<file path="src/rtl/core/nps_pkg.sv">
// shared types and codes for the non-preemptive priority scheduler
// no dependencies; imported by nps_cell and the top level
package nps_pkg;

  localparam int ID_W    = 8;
  localparam int BURST_W = 16;
  localparam int PRIO_W  = 8;
  localparam int OUT_W   = 32;

  localparam logic MODE_ARRIVE = 1'b0;
  localparam logic MODE_TICK   = 1'b1;

  localparam logic KIND_DONE = 1'b0;
  localparam logic KIND_DROP = 1'b1;

  typedef struct packed {
    logic [ID_W-1:0]    id;
    logic [BURST_W-1:0] burst;
    logic [PRIO_W-1:0]  prio;
  } job_t;

  typedef struct packed {
    logic wr_en;
    logic shift_en;
    logic valid;
  } cell_ctl_t;

  typedef enum logic [3:0] {
    ST_IDLE   = 4'b0001,
    ST_SCAN   = 4'b0010,
    ST_COMMIT = 4'b0100,
    ST_FIN    = 4'b1000
  } sched_st_t;

endpackage

</file>
<file path="src/rtl/core/nps_cell.sv">
// one ready-queue slot: holds a job, shifts from its upper neighbor and
// passes the best-priority token down the chain; depends on nps_pkg
module nps_cell #(
  parameter int TIME_WIDTH = 32,
  parameter int IDX_W      = 4,
  parameter int CELL_IDX   = 0
) (
  input  logic                   clk,
  input  logic                   rst_n,
  input  nps_pkg::cell_ctl_t     ctl,
  input  nps_pkg::job_t          wr_job,
  input  logic [TIME_WIDTH-1:0]  wr_arr,
  input  nps_pkg::job_t          nxt_job,
  input  logic [TIME_WIDTH-1:0]  nxt_arr,
  input  logic                   tok_in_vld,
  input  logic [nps_pkg::PRIO_W-1:0] tok_in_prio,
  input  logic [IDX_W-1:0]       tok_in_idx,
  output logic                   tok_out_vld,
  output logic [nps_pkg::PRIO_W-1:0] tok_out_prio,
  output logic [IDX_W-1:0]       tok_out_idx,
  output nps_pkg::job_t          job_out,
  output logic [TIME_WIDTH-1:0]  arr_out
);
  import nps_pkg::*;

  job_t                  job_r;
  logic [TIME_WIDTH-1:0] arr_r;
  logic                  tok_vld_r;
  logic [PRIO_W-1:0]     tok_prio_r;
  logic [IDX_W-1:0]      tok_idx_r;
  logic                  take_own;

  // strict compare keeps the earlier slot on equal priority
  assign take_own = ctl.valid && (!tok_in_vld || (job_r.prio < tok_in_prio));

  always_ff @(posedge clk) begin
    if (ctl.wr_en) begin
      job_r <= wr_job;
      arr_r <= wr_arr;
    end else if (ctl.shift_en) begin
      job_r <= nxt_job;
      arr_r <= nxt_arr;
    end
  end

  always_ff @(posedge clk) begin
    if (!rst_n) begin
      tok_vld_r <= 1'b0;
    end else begin
      tok_vld_r <= take_own || tok_in_vld;
    end
  end

  always_ff @(posedge clk) begin
    if (take_own) begin
      tok_prio_r <= job_r.prio;
      tok_idx_r  <= IDX_W'(CELL_IDX);
    end else begin
      tok_prio_r <= tok_in_prio;
      tok_idx_r  <= tok_in_idx;
    end
  end

  assign tok_out_vld  = tok_vld_r;
  assign tok_out_prio = tok_prio_r;
  assign tok_out_idx  = tok_idx_r;
  assign job_out      = job_r;
  assign arr_out      = arr_r;

endmodule

</file>
<file path="src/rtl/core/nonpreemptive_priority_scheduler.sv">
// top level of the non-preemptive priority scheduler: sequencer, run state,
// result staging and the chain of nps_cell queue slots; depends on nps_pkg
// An arrival beat writes the job into the next free slot (or reports a drop when
// all QUEUE_DEPTH slots are taken) and passes through FIN. A tick beat retires
// the running job when its burst has elapsed; a tick that leaves no job to start
// also passes through FIN. A tick that starts a job runs SCAN, COMMIT and FIN:
// the best-priority token travels down the slot chain one cell per cycle, then the
// winner is loaded and the slots above it shift down by one. One beat is in
// work at a time; a finished result waits in the output register while the next
// beat is taken. Queue slots need no clearing pass after reset, since only
// occupied slots are ever compared or read.
module nonpreemptive_priority_scheduler #(
  parameter int QUEUE_DEPTH = 16,
  parameter int TIME_WIDTH  = 32
) (
  input  logic                        clk,
  input  logic                        rst_n,
  input  logic                        in_valid,
  output logic                        in_ready,
  input  logic                        in_mode,
  input  logic [nps_pkg::ID_W-1:0]    in_job_id,
  input  logic [nps_pkg::BURST_W-1:0] in_burst_length,
  input  logic [nps_pkg::PRIO_W-1:0]  in_job_priority,
  output logic                        out_valid,
  input  logic                        out_ready,
  output logic                        out_kind,
  output logic [nps_pkg::ID_W-1:0]    out_done_id,
  output logic [nps_pkg::OUT_W-1:0]   out_finish_time,
  output logic [nps_pkg::OUT_W-1:0]   out_turnaround,
  output logic [nps_pkg::OUT_W-1:0]   out_wait_ticks
);
  import nps_pkg::*;

  localparam int IDX_W = $clog2(QUEUE_DEPTH);
  localparam int CNT_W = $clog2(QUEUE_DEPTH + 1);
  localparam int TW    = TIME_WIDTH;

  sched_st_t          st_r, st_nxt;
  logic [CNT_W-1:0]   count_r, count_nxt;
  logic [TW-1:0]      time_r, time_nxt;
  logic               running_r, running_nxt;
  logic [ID_W-1:0]    run_id_r, run_id_nxt;
  logic [BURST_W-1:0] run_burst_r, run_burst_nxt;
  logic [TW-1:0]      run_wait_r, run_wait_nxt;
  logic [TW-1:0]      run_end_r, run_end_nxt;
  logic [IDX_W-1:0]   scan_cnt_r, scan_cnt_nxt;

  logic               res_pend_r, res_pend_nxt;
  logic               res_kind_r, res_kind_nxt;
  logic [ID_W-1:0]    res_id_r, res_id_nxt;
  logic [TW-1:0]      res_fin_r, res_fin_nxt;
  logic [TW-1:0]      res_ta_r, res_ta_nxt;
  logic [TW-1:0]      res_wt_r, res_wt_nxt;

  logic               out_valid_r, out_valid_nxt;
  logic               out_kind_r, out_kind_nxt;
  logic [ID_W-1:0]    out_id_r, out_id_nxt;
  logic [OUT_W-1:0]   out_fin_r, out_fin_nxt;
  logic [OUT_W-1:0]   out_ta_r, out_ta_nxt;
  logic [OUT_W-1:0]   out_wt_r, out_wt_nxt;

  cell_ctl_t          ctl [QUEUE_DEPTH];
  job_t               cell_job [QUEUE_DEPTH];
  logic [TW-1:0]      cell_arr [QUEUE_DEPTH];
  job_t               nxt_job [QUEUE_DEPTH];
  logic [TW-1:0]      nxt_arr [QUEUE_DEPTH];
  logic               tok_vld [QUEUE_DEPTH];
  logic [PRIO_W-1:0]  tok_prio [QUEUE_DEPTH];
  logic [IDX_W-1:0]   tok_idx [QUEUE_DEPTH];
  logic               tin_vld [QUEUE_DEPTH];
  logic [PRIO_W-1:0]  tin_prio [QUEUE_DEPTH];
  logic [IDX_W-1:0]   tin_idx [QUEUE_DEPTH];

  job_t               wr_job;
  logic               in_acc;
  logic               q_full;
  logic               run_done;
  logic               out_free;
  logic [IDX_W-1:0]   best_idx;
  job_t               best_job;
  logic [TW-1:0]      best_arr;

  assign in_acc   = in_valid && in_ready;
  assign in_ready = (st_r == ST_IDLE);
  assign q_full   = (count_r == CNT_W'(QUEUE_DEPTH));
  assign run_done = running_r && (time_r == run_end_r);
  assign out_free = !out_valid_r || out_ready;

  // a zero burst runs for one tick
  assign wr_job.id    = in_job_id;
  assign wr_job.burst = (in_burst_length == '0) ? BURST_W'(1) : in_burst_length;
  assign wr_job.prio  = in_job_priority;

  assign best_idx = tok_idx[QUEUE_DEPTH-1];
  assign best_job = cell_job[best_idx];
  assign best_arr = cell_arr[best_idx];

  genvar gi;
  generate
    for (gi = 0; gi < QUEUE_DEPTH; gi++) begin : g_cell
      if (gi == 0) begin : g_head
        assign tin_vld[gi]  = 1'b0;
        assign tin_prio[gi] = '0;
        assign tin_idx[gi]  = '0;
      end else begin : g_body
        assign tin_vld[gi]  = tok_vld[gi-1];
        assign tin_prio[gi] = tok_prio[gi-1];
        assign tin_idx[gi]  = tok_idx[gi-1];
      end
      if (gi == QUEUE_DEPTH - 1) begin : g_tail
        assign nxt_job[gi] = cell_job[gi];
        assign nxt_arr[gi] = cell_arr[gi];
      end else begin : g_link
        assign nxt_job[gi] = cell_job[gi+1];
        assign nxt_arr[gi] = cell_arr[gi+1];
      end

      nps_cell #(
        .TIME_WIDTH (TW),
        .IDX_W      (IDX_W),
        .CELL_IDX   (gi)
      ) u_cell (
        .clk          (clk),
        .rst_n        (rst_n),
        .ctl          (ctl[gi]),
        .wr_job       (wr_job),
        .wr_arr       (time_r),
        .nxt_job      (nxt_job[gi]),
        .nxt_arr      (nxt_arr[gi]),
        .tok_in_vld   (tin_vld[gi]),
        .tok_in_prio  (tin_prio[gi]),
        .tok_in_idx   (tin_idx[gi]),
        .tok_out_vld  (tok_vld[gi]),
        .tok_out_prio (tok_prio[gi]),
        .tok_out_idx  (tok_idx[gi]),
        .job_out      (cell_job[gi]),
        .arr_out      (cell_arr[gi])
      );
    end
  endgenerate

  always_comb begin
    for (int i = 0; i < QUEUE_DEPTH; i++) begin
      ctl[i].valid    = (CNT_W'(i) < count_r);
      ctl[i].wr_en    = in_acc && (in_mode == MODE_ARRIVE) && !q_full &&
                        (count_r == CNT_W'(i));
      ctl[i].shift_en = (st_r == ST_COMMIT) && (IDX_W'(i) >= best_idx);
    end
  end

  always_comb begin
    st_nxt        = st_r;
    count_nxt     = count_r;
    time_nxt      = time_r;
    running_nxt   = running_r;
    run_id_nxt    = run_id_r;
    run_burst_nxt = run_burst_r;
    run_wait_nxt  = run_wait_r;
    run_end_nxt   = run_end_r;
    scan_cnt_nxt  = scan_cnt_r;
    res_pend_nxt  = res_pend_r;
    res_kind_nxt  = res_kind_r;
    res_id_nxt    = res_id_r;
    res_fin_nxt   = res_fin_r;
    res_ta_nxt    = res_ta_r;
    res_wt_nxt    = res_wt_r;
    out_valid_nxt = out_valid_r && !out_ready;
    out_kind_nxt  = out_kind_r;
    out_id_nxt    = out_id_r;
    out_fin_nxt   = out_fin_r;
    out_ta_nxt    = out_ta_r;
    out_wt_nxt    = out_wt_r;

    unique case (st_r)
      ST_IDLE: begin
        if (in_acc) begin
          st_nxt = ST_FIN;
          if (in_mode == MODE_ARRIVE) begin
            if (q_full) begin
              res_pend_nxt = 1'b1;
              res_kind_nxt = KIND_DROP;
              res_id_nxt   = in_job_id;
              res_fin_nxt  = '0;
              res_ta_nxt   = '0;
              res_wt_nxt   = '0;
            end else begin
              count_nxt = count_r + CNT_W'(1);
            end
          end else begin
            if (run_done) begin
              // wait equals start minus arrival, turnaround adds the burst
              res_pend_nxt = 1'b1;
              res_kind_nxt = KIND_DONE;
              res_id_nxt   = run_id_r;
              res_fin_nxt  = time_r;
              res_ta_nxt   = run_wait_r + TW'(run_burst_r);
              res_wt_nxt   = run_wait_r;
              running_nxt  = 1'b0;
            end
            if ((!running_r || run_done) && (count_r != '0)) begin
              st_nxt       = ST_SCAN;
              scan_cnt_nxt = '0;
            end else begin
              time_nxt = time_r + TW'(1);
            end
          end
        end
      end
      ST_SCAN: begin
        scan_cnt_nxt = scan_cnt_r + IDX_W'(1);
        if (scan_cnt_r == IDX_W'(QUEUE_DEPTH - 1)) begin
          st_nxt = ST_COMMIT;
        end
      end
      ST_COMMIT: begin
        run_id_nxt    = best_job.id;
        run_burst_nxt = best_job.burst;
        run_wait_nxt  = time_r - best_arr;
        run_end_nxt   = time_r + TW'(best_job.burst);
        running_nxt   = 1'b1;
        count_nxt     = count_r - CNT_W'(1);
        time_nxt      = time_r + TW'(1);
        st_nxt        = ST_FIN;
      end
      ST_FIN: begin
        if (!res_pend_r || out_free) begin
          if (res_pend_r) begin
            out_valid_nxt = 1'b1;
            out_kind_nxt  = res_kind_r;
            out_id_nxt    = res_id_r;
            out_fin_nxt   = OUT_W'(res_fin_r);
            out_ta_nxt    = OUT_W'(res_ta_r);
            out_wt_nxt    = OUT_W'(res_wt_r);
          end
          res_pend_nxt = 1'b0;
          st_nxt       = ST_IDLE;
        end
      end
      default: begin
        st_nxt = ST_IDLE;
      end
    endcase
  end

  always_ff @(posedge clk) begin
    if (!rst_n) begin
      st_r        <= ST_IDLE;
      count_r     <= '0;
      time_r      <= '0;
      running_r   <= 1'b0;
      scan_cnt_r  <= '0;
      res_pend_r  <= 1'b0;
      out_valid_r <= 1'b0;
    end else begin
      st_r        <= st_nxt;
      count_r     <= count_nxt;
      time_r      <= time_nxt;
      running_r   <= running_nxt;
      scan_cnt_r  <= scan_cnt_nxt;
      res_pend_r  <= res_pend_nxt;
      out_valid_r <= out_valid_nxt;
    end
  end

  always_ff @(posedge clk) begin
    run_id_r    <= run_id_nxt;
    run_burst_r <= run_burst_nxt;
    run_wait_r  <= run_wait_nxt;
    run_end_r   <= run_end_nxt;
    res_kind_r  <= res_kind_nxt;
    res_id_r    <= res_id_nxt;
    res_fin_r   <= res_fin_nxt;
    res_ta_r    <= res_ta_nxt;
    res_wt_r    <= res_wt_nxt;
    out_kind_r  <= out_kind_nxt;
    out_id_r    <= out_id_nxt;
    out_fin_r   <= out_fin_nxt;
    out_ta_r    <= out_ta_nxt;
    out_wt_r    <= out_wt_nxt;
  end

  assign out_valid       = out_valid_r;
  assign out_kind        = out_kind_r;
  assign out_done_id     = out_id_r;
  assign out_finish_time = out_fin_r;
  assign out_turnaround  = out_ta_r;
  assign out_wait_ticks  = out_wt_r;

`ifndef NO_ASSERTIONS
  a_count_bound: assert property (@(posedge clk) disable iff (!rst_n)
    count_r <= CNT_W'(QUEUE_DEPTH))
    else $error("queue count beyond depth");

  a_scan_has_job: assert property (@(posedge clk) disable iff (!rst_n)
    (st_r == ST_SCAN) |-> ((count_r != '0) && !running_r))
    else $error("scan without a queued job or with a job running");

  a_commit_runs: assert property (@(posedge clk) disable iff (!rst_n)
    (st_r == ST_COMMIT) |=> (running_r && (count_r == $past(count_r) - CNT_W'(1))))
    else $error("commit did not start a job");

  // a completion found on a starting tick stays pending through scan and commit
  a_pend_busy: assert property (@(posedge clk) disable iff (!rst_n)
    res_pend_r |-> (st_r != ST_IDLE))
    else $error("result pending while idle");

  a_winner_valid: assert property (@(posedge clk) disable iff (!rst_n)
    (st_r == ST_COMMIT) |-> (tok_vld[QUEUE_DEPTH-1] &&
                             (CNT_W'(best_idx) < count_r)))
    else $error("chain produced no occupied winner");
`endif

endmodule
</file>
<file path="config.mk">
export PLATFORM = sky130hd
export DESIGN_NAME = nonpreemptive_priority_scheduler
export DESIGN_NICKNAME = d
export VERILOG_FILES = /design/src/rtl/core/nps_pkg.sv /design/src/rtl/core/nps_cell.sv /design/src/rtl/core/nonpreemptive_priority_scheduler.sv
export SDC_FILE = /design/constraint.sdc
export NUM_CORES = 2
export LEC_CHECK = 0
export BUFFER_PORTS_ARGS = -buffer_cell sky130_fd_sc_hd__buf_2
export CORE_ASPECT_RATIO = 1.2
export CORE_MARGIN = 1
export CORE_UTILIZATION = 65
export DETAILED_ROUTE_END_ITERATION = 8
export GPL_ROUTABILITY_DRIVEN = 0
export MAX_ROUTING_LAYER = met4
export PLACE_DENSITY_LB_ADDON = 0.3
export SYNTH_ARGS = -nofsm -noshare
export SYNTH_HDL_FRONTEND = slang
export SYNTH_SLANG_ARGS = --single-unit
</file>
<file path="constraint.sdc">
create_clock -name clk -period 18.2 [get_ports clk]
set_input_delay 1.82 -clock clk [delete_from_list [all_inputs] [get_ports clk]]
set_output_delay 1.82 -clock clk [all_outputs]
set_load 0.005 [all_outputs]
</file>
Word-level counts from Yosys, hierarchy flattened
Index checks and enable logic that the tools add are counted.
Word-level totals
  register bits after elaboration: 1554
  bits in latches: 0
  memory bits (writable): 0
  bits in read-only memories: 0
  input port bits: 37
  output and inout bits: 107
  word-level logic and storage cells: 478
  memories kept: 0
Operators by class
  add/sub/neg operators: 7
  multipliers: 0
  divide/modulo/power cells: 0
  $lt $le $gt $ge: 47
  eq/ne operators: 34
  shifts and indexed selects: 0
  multiplexer cells: 124
  bitwise logic cells: 2
  reductions and logical operators: 134
Operator list (number)
  $mux 32: 74
  $bmux 32 s4: 2
  $mux 8: 17
  $lt 8x8->1: 15
  $add 32x16->32: 2
  $pmux 32 s2: 1
  $logic_and 1x1->1: 52
  $eq 5x4->1 const B: 8
  $lt 4x5->1 const A: 8
  $reduce_bool 2->1: 19
  $add 32x1->32 const B: 1
  $eq 32x32->1: 1
  $logic_or 1x1->1: 32
  $mux 4: 8
  $sub 32x32->32: 1
  $ge 4x4->1 const A: 7
  $eq 5x3->1 const B: 4
  $logic_not 1->1: 20
  $lt 3x5->1 const A: 4
  $reduce_and 4->1: 5
  $ge 3x4->1 const A: 4
  $logic_not 16->1: 1
  $mux 16: 1
  $pmux 4 s4: 1
  other kinds (30): 60

Longest topological paths before layout
  depth in word-level cells: 8
  depth in mapped cells: 17
  mapped depth without buffers: 13

Hierarchy
From an unflattened synthesis, not the netlist that was laid out.
Unflattened totals
  cell total of the unflattened synthesis: 4699
  area, all modules: 75937.8 um^2
By module, submodules not included
  nps_cell: times used 16, cells an instance 187, area each 3301.9 um^2, sequential area each 2182.1 um^2
  nonpreemptive_priority_scheduler: times used 1, cells an instance 1707, area each 23107.2 um^2, sequential area each 9909.5 um^2

Worst setup path before layout
No wires, ideal clock.
  path kind: input -> register
  from: input in_mode
  to: register res_fin_r[0] (enable)
  setup time: 0.722 ns
  arrival time: 9.864 ns
  data required time: 17.478 ns
  slack: 7.615 ns
  stages: 3
  buffers on the path: 1
  cells stage by stage: clkbuf_1 a31oi_1 nor3b_1
On the way
  cells in the longest elaborated chain, start to end: 2
  elaborated cells on any way between the ends: 3
  those cells by class: 1 x eq/ne; 2 x reduce/logical
Ends and longest elaborated chain
  start: declaration: RTL line nonpreemptive_priority_scheduler.sv:20  | input logic in_mode,
  $ne 2x1->1 (no line) / $reduce_bool 2->1 (equally long branches)
  $reduce_and 4->1 (no line) *
  end signal: assignment: RTL line nonpreemptive_priority_scheduler.sv:272  | res_fin_r <= res_fin_nxt;
  end: declaration: RTL line nonpreemptive_priority_scheduler.sv:51  | logic [TW-1:0] res_fin_r, res_fin_nxt;
Every way passes the cells marked *; elsewhere a longest branch is shown, timed or not.
A chain may end at the register's enable or synchronous reset.

Worst setup path in the final report
  from: register g_cell[15].u_cell.tok_idx_r[1]
  to: register run_wait_r[28], data pin
On the way
  cells in the longest elaborated chain, start to end: 5
Ends and longest elaborated chain
  start: declaration: RTL line nps_cell.sv:30  | logic [IDX_W-1:0] tok_idx_r;
  start signal: assignment: RTL line nps_cell.sv:57  | tok_idx_r <= IDX_W'(CELL_IDX);
  start signal: assignment: RTL line nps_cell.sv:60  | tok_idx_r <= tok_in_idx;
  $not 4->5 (implied by the code): RTL line nonpreemptive_priority_scheduler.sv:96  | assign best_arr = cell_arr[best_idx];
  $bmux 32 s4: RTL line nonpreemptive_priority_scheduler.sv:96
  $mux 32 (implied by the code) (2 in series): RTL line nonpreemptive_priority_scheduler.sv:96
  $sub 32x32->32: RTL line nonpreemptive_priority_scheduler.sv:218  | run_wait_nxt = time_r - best_arr;
  end signal: assignment: RTL line nonpreemptive_priority_scheduler.sv:268  | run_wait_r <= run_wait_nxt;
  end: declaration: RTL line nonpreemptive_priority_scheduler.sv:44  | logic [TW-1:0] run_wait_r, run_wait_nxt;
No other way between the ends. The select of a mux whose other input is x is not followed.

==> flow_summary.yaml <==
status:
  status: "complete, no violations"
clock_tree:
  cts_resized: 0
  clk_latency_ps: 800
  cts_sinks: 1554
  cts_hold_buf: 0
  cts_tree: "yes"
  cts_buffers: 148
  clk_pin_slew_ps: 60
  h-tree-depth: 4
  cts_setup_buffers: 0
  root_buffer: "clkbuf_16"
  cts.path.max_buffers: 3
layout:
  syn_to_final_growth_pct: 9.609
  layout.nets: 5039
  drive_gt1_share_pct: 34.70
  fillCellCount: 7062
  final_common_cell: "edfxtp_1"
  final_cell_mix: "edfxtp_1 (1,322), mux2_2 (919), mux4_2 (280), dfxtp_1 (228), ha_1 (177)"
sta:
  final_hold_viol_count: 0
  tightest_slew_ps: 1205
  fin_tns_setup_ps: 0
  fin_crit_ps: 6810
  timing.final.crit_share_pct: 37.42
  setup_viol: 0
  fmax_mhz: 146.8
  finalMaxSlewViolations: 0
  maxSlewHeadroom_pct: 19.67
  rsz0062_at_grt: "no"
  fin_worst_skew_ps: 26.31
detailed_routing:
  drc: 0
  firstDrtPassIters: 6
  drt_iter0_drc: 4703
  wl_um: 180000
  vias: 43060
  avgRoutedWirePerCell_um: 27.87
  avgViaCountPerCell: 6.665
  ant_nets: 0
synth:
  yosysSeqAreaShare_pct: 60.12
  yosysTopAreaCell: "edfxtp_1"
  synth_edf_count: 1322
  yosys_warnings: 0
  yosys.area.top_type_share_pct: 53.83
  syn_area_um2: 73750
  syn-num-nets: 4990
  ys_types: 79
  async_reset_ff_share_pct: 0
  synthFlopType: "edfxtp_1"
  ys_top_cells_by_area: "edfxtp_1 (54%), mux2_2 (14%), mux4_2 (8.6%)"
  ys_seq_elements: 1554
  synthCells: 4773
  avgSynthCellArea_um2: 15.45
critical_path:
  worstPathArrival_ps: 7360
  worstPathMaxFanout: 123
  crit_chain: "buf_12, buf_4, mux4_2, mux4_2, inv_1, ha_1, a21oi_1, nor2_1, nor3_1, nor4_1, o31ai_1, nand2b_1, or4_1, and4b_1"
  end_kind: "register"
  path_buf_inv: 3
  cp_slowest_cell: "buf_4"
  crit_path_start_kind: "register"
  cp.required_ps: 18750
  slowest_delay_ps: 930
  cpLargestDelayFamily: "buffers and inverters"
  cp_common_cell: "mux4_2"
  worstSetupPathType: "register to register"
grt:
  grt_overflow: 0
  antenna_found_initial: 8
  grt_pass1_vias: 43430
  grt_max_degree: 124
  grt_pass1_wl_um: 270300
  grt_use_total_pct: 32.92
die:
  die_x_um: 309.5
  die_y_um: 371
  initial_core_util_pct: 65.46
  fp.dieArea_um2: 114800
  coreArea_um2: 112700
  ios: 144
  rows: 135
placement:
  dp_hpwl_um: 107900
  io_buffer_count: 143
power:
  power_density_nw_per_um2: 104.1
  ir_drop_mv: 0.08345
  p_leak_nw: 28.09
  fin_total_pwr_mw: 8.416
worst_hold_path:
  min_path_type: "register to register"
run:
  maxCapViolations: 0
[path summary, 6_finish.rpt]
path	from	depth (start not counted)	to	slack [ps]
min	g_cell[6].u_cell.tok_out_idx[2]	1	g_cell[7].u_cell.tok_out_idx[2]	410
min reg2reg	g_cell[6].u_cell.tok_out_idx[2]	1	g_cell[7].u_cell.tok_out_idx[2]	410
max reg2reg	g_cell[15].u_cell.tok_out_idx[1]	14	run_wait_r[28]	11390
max	g_cell[15].u_cell.tok_out_idx[1]	14	run_wait_r[28]	11390
[routing by layer]
metal / vias to the layer above / track usage [%] / part of all wire, %
li1: 18520 / - / -
met3: 457 / 5.868 / 9.5
met1: 21900 / 40.90 / 37
met2: 2187 / 53.81 / 50
met5: - / - / 0
met4: 0 / 12.86 / 3.8
[registers in the layout, indices dropped and copies added, names as in the netlist, 15 cells and up]
register	cells
res_ta_r	32
res_wt_r	32
out_finish_time	32
run_wait_r	32
run_burst_r	16
res_fin_r	32
g_cell.u_cell.job_out	512
out_turnaround	32
run_end_r	32
time_r	32
g_cell.u_cell.tok_out_idx	49
g_cell.u_cell.tok_out_prio	120
out_wait_ticks	32
g_cell.u_cell.arr_out	512
g_cell.u_cell.tok_out_vld	15
[layout make-up]
type / count / area [µm²] / area share, %
antenna: 5 / 12.51 / 0.01548
clock buffer: 195 / 4043 / 5.001
clock inverter: 81 / 907.1 / 1.122
inverter: 186 / 700.7 / 0.8667
multi-input combinational: 2706 / 27580 / 34.12
sequential: 1554 / 44360 / 54.87
tap: 1507 / 1886 / 2.332
timing repair buffer: 226 / 1351 / 1.672
[synthesized netlist by cell type (all sizes together) (8+ instances only)]
cell type     n
o211ai        8
or4          13
and2         91
nand2b       35
nor3         43
edfxtp     1322
inv         182
nand3        49
nand4        27
a21o         71
or3          47
nor2        110
mux4        280
or2          22
o21a         32
a21oi       123
mux2       1013
nor4         19
o21ai       131
xor2         30
and3         17
xnor2        81
dfxtp       232
clkbuf      236
nor2b        15
ha          177
nand2       148
a211oi       24
buf          91
o31ai        16
a31oi        13
[logic make-up after synthesis]
logic type                 count (synthesis)  synth area share [%]
AOI/OAI and AO/OA                        466                 3.955
xor gates and xnor gates                 111                 1.318
adders and majority gates                180                 3.084
buffers and inverters                    513                 2.808
DFF                                     1554                 60.12
muxes                                   1300                 24.11
and+or+nand+nor                          649                 4.601
[where the power goes]
group,internal [mW],switching [mW]
registers,4.00,0.0893
clock network,1.78,1.37
logic,0.594,0.580
[per-stage QoR]
stage / cell area [µm²] / setup slack (ps) / hold slack [ps] / cells / utilization, %
6_report: 80840 / 11390 / 409.2 / 6460 / 71.75
5_1_grt: 80840 / 11300 / 417.3 / 6460 / 71.75
4_1_cts: 80830 / 11500 / 409.8 / 6455 / 71.74
3_5_place_dp: 75880 / 11530 / 397.9 / 6179 / 67.35
3_3_place_gp: 75880 / 11650 / 389.0 / 6179 / 67.35
2_1_floorplan: 73750 / 7615 / 386.3 / 4773 / -
(Power assumes the default switching activity.)
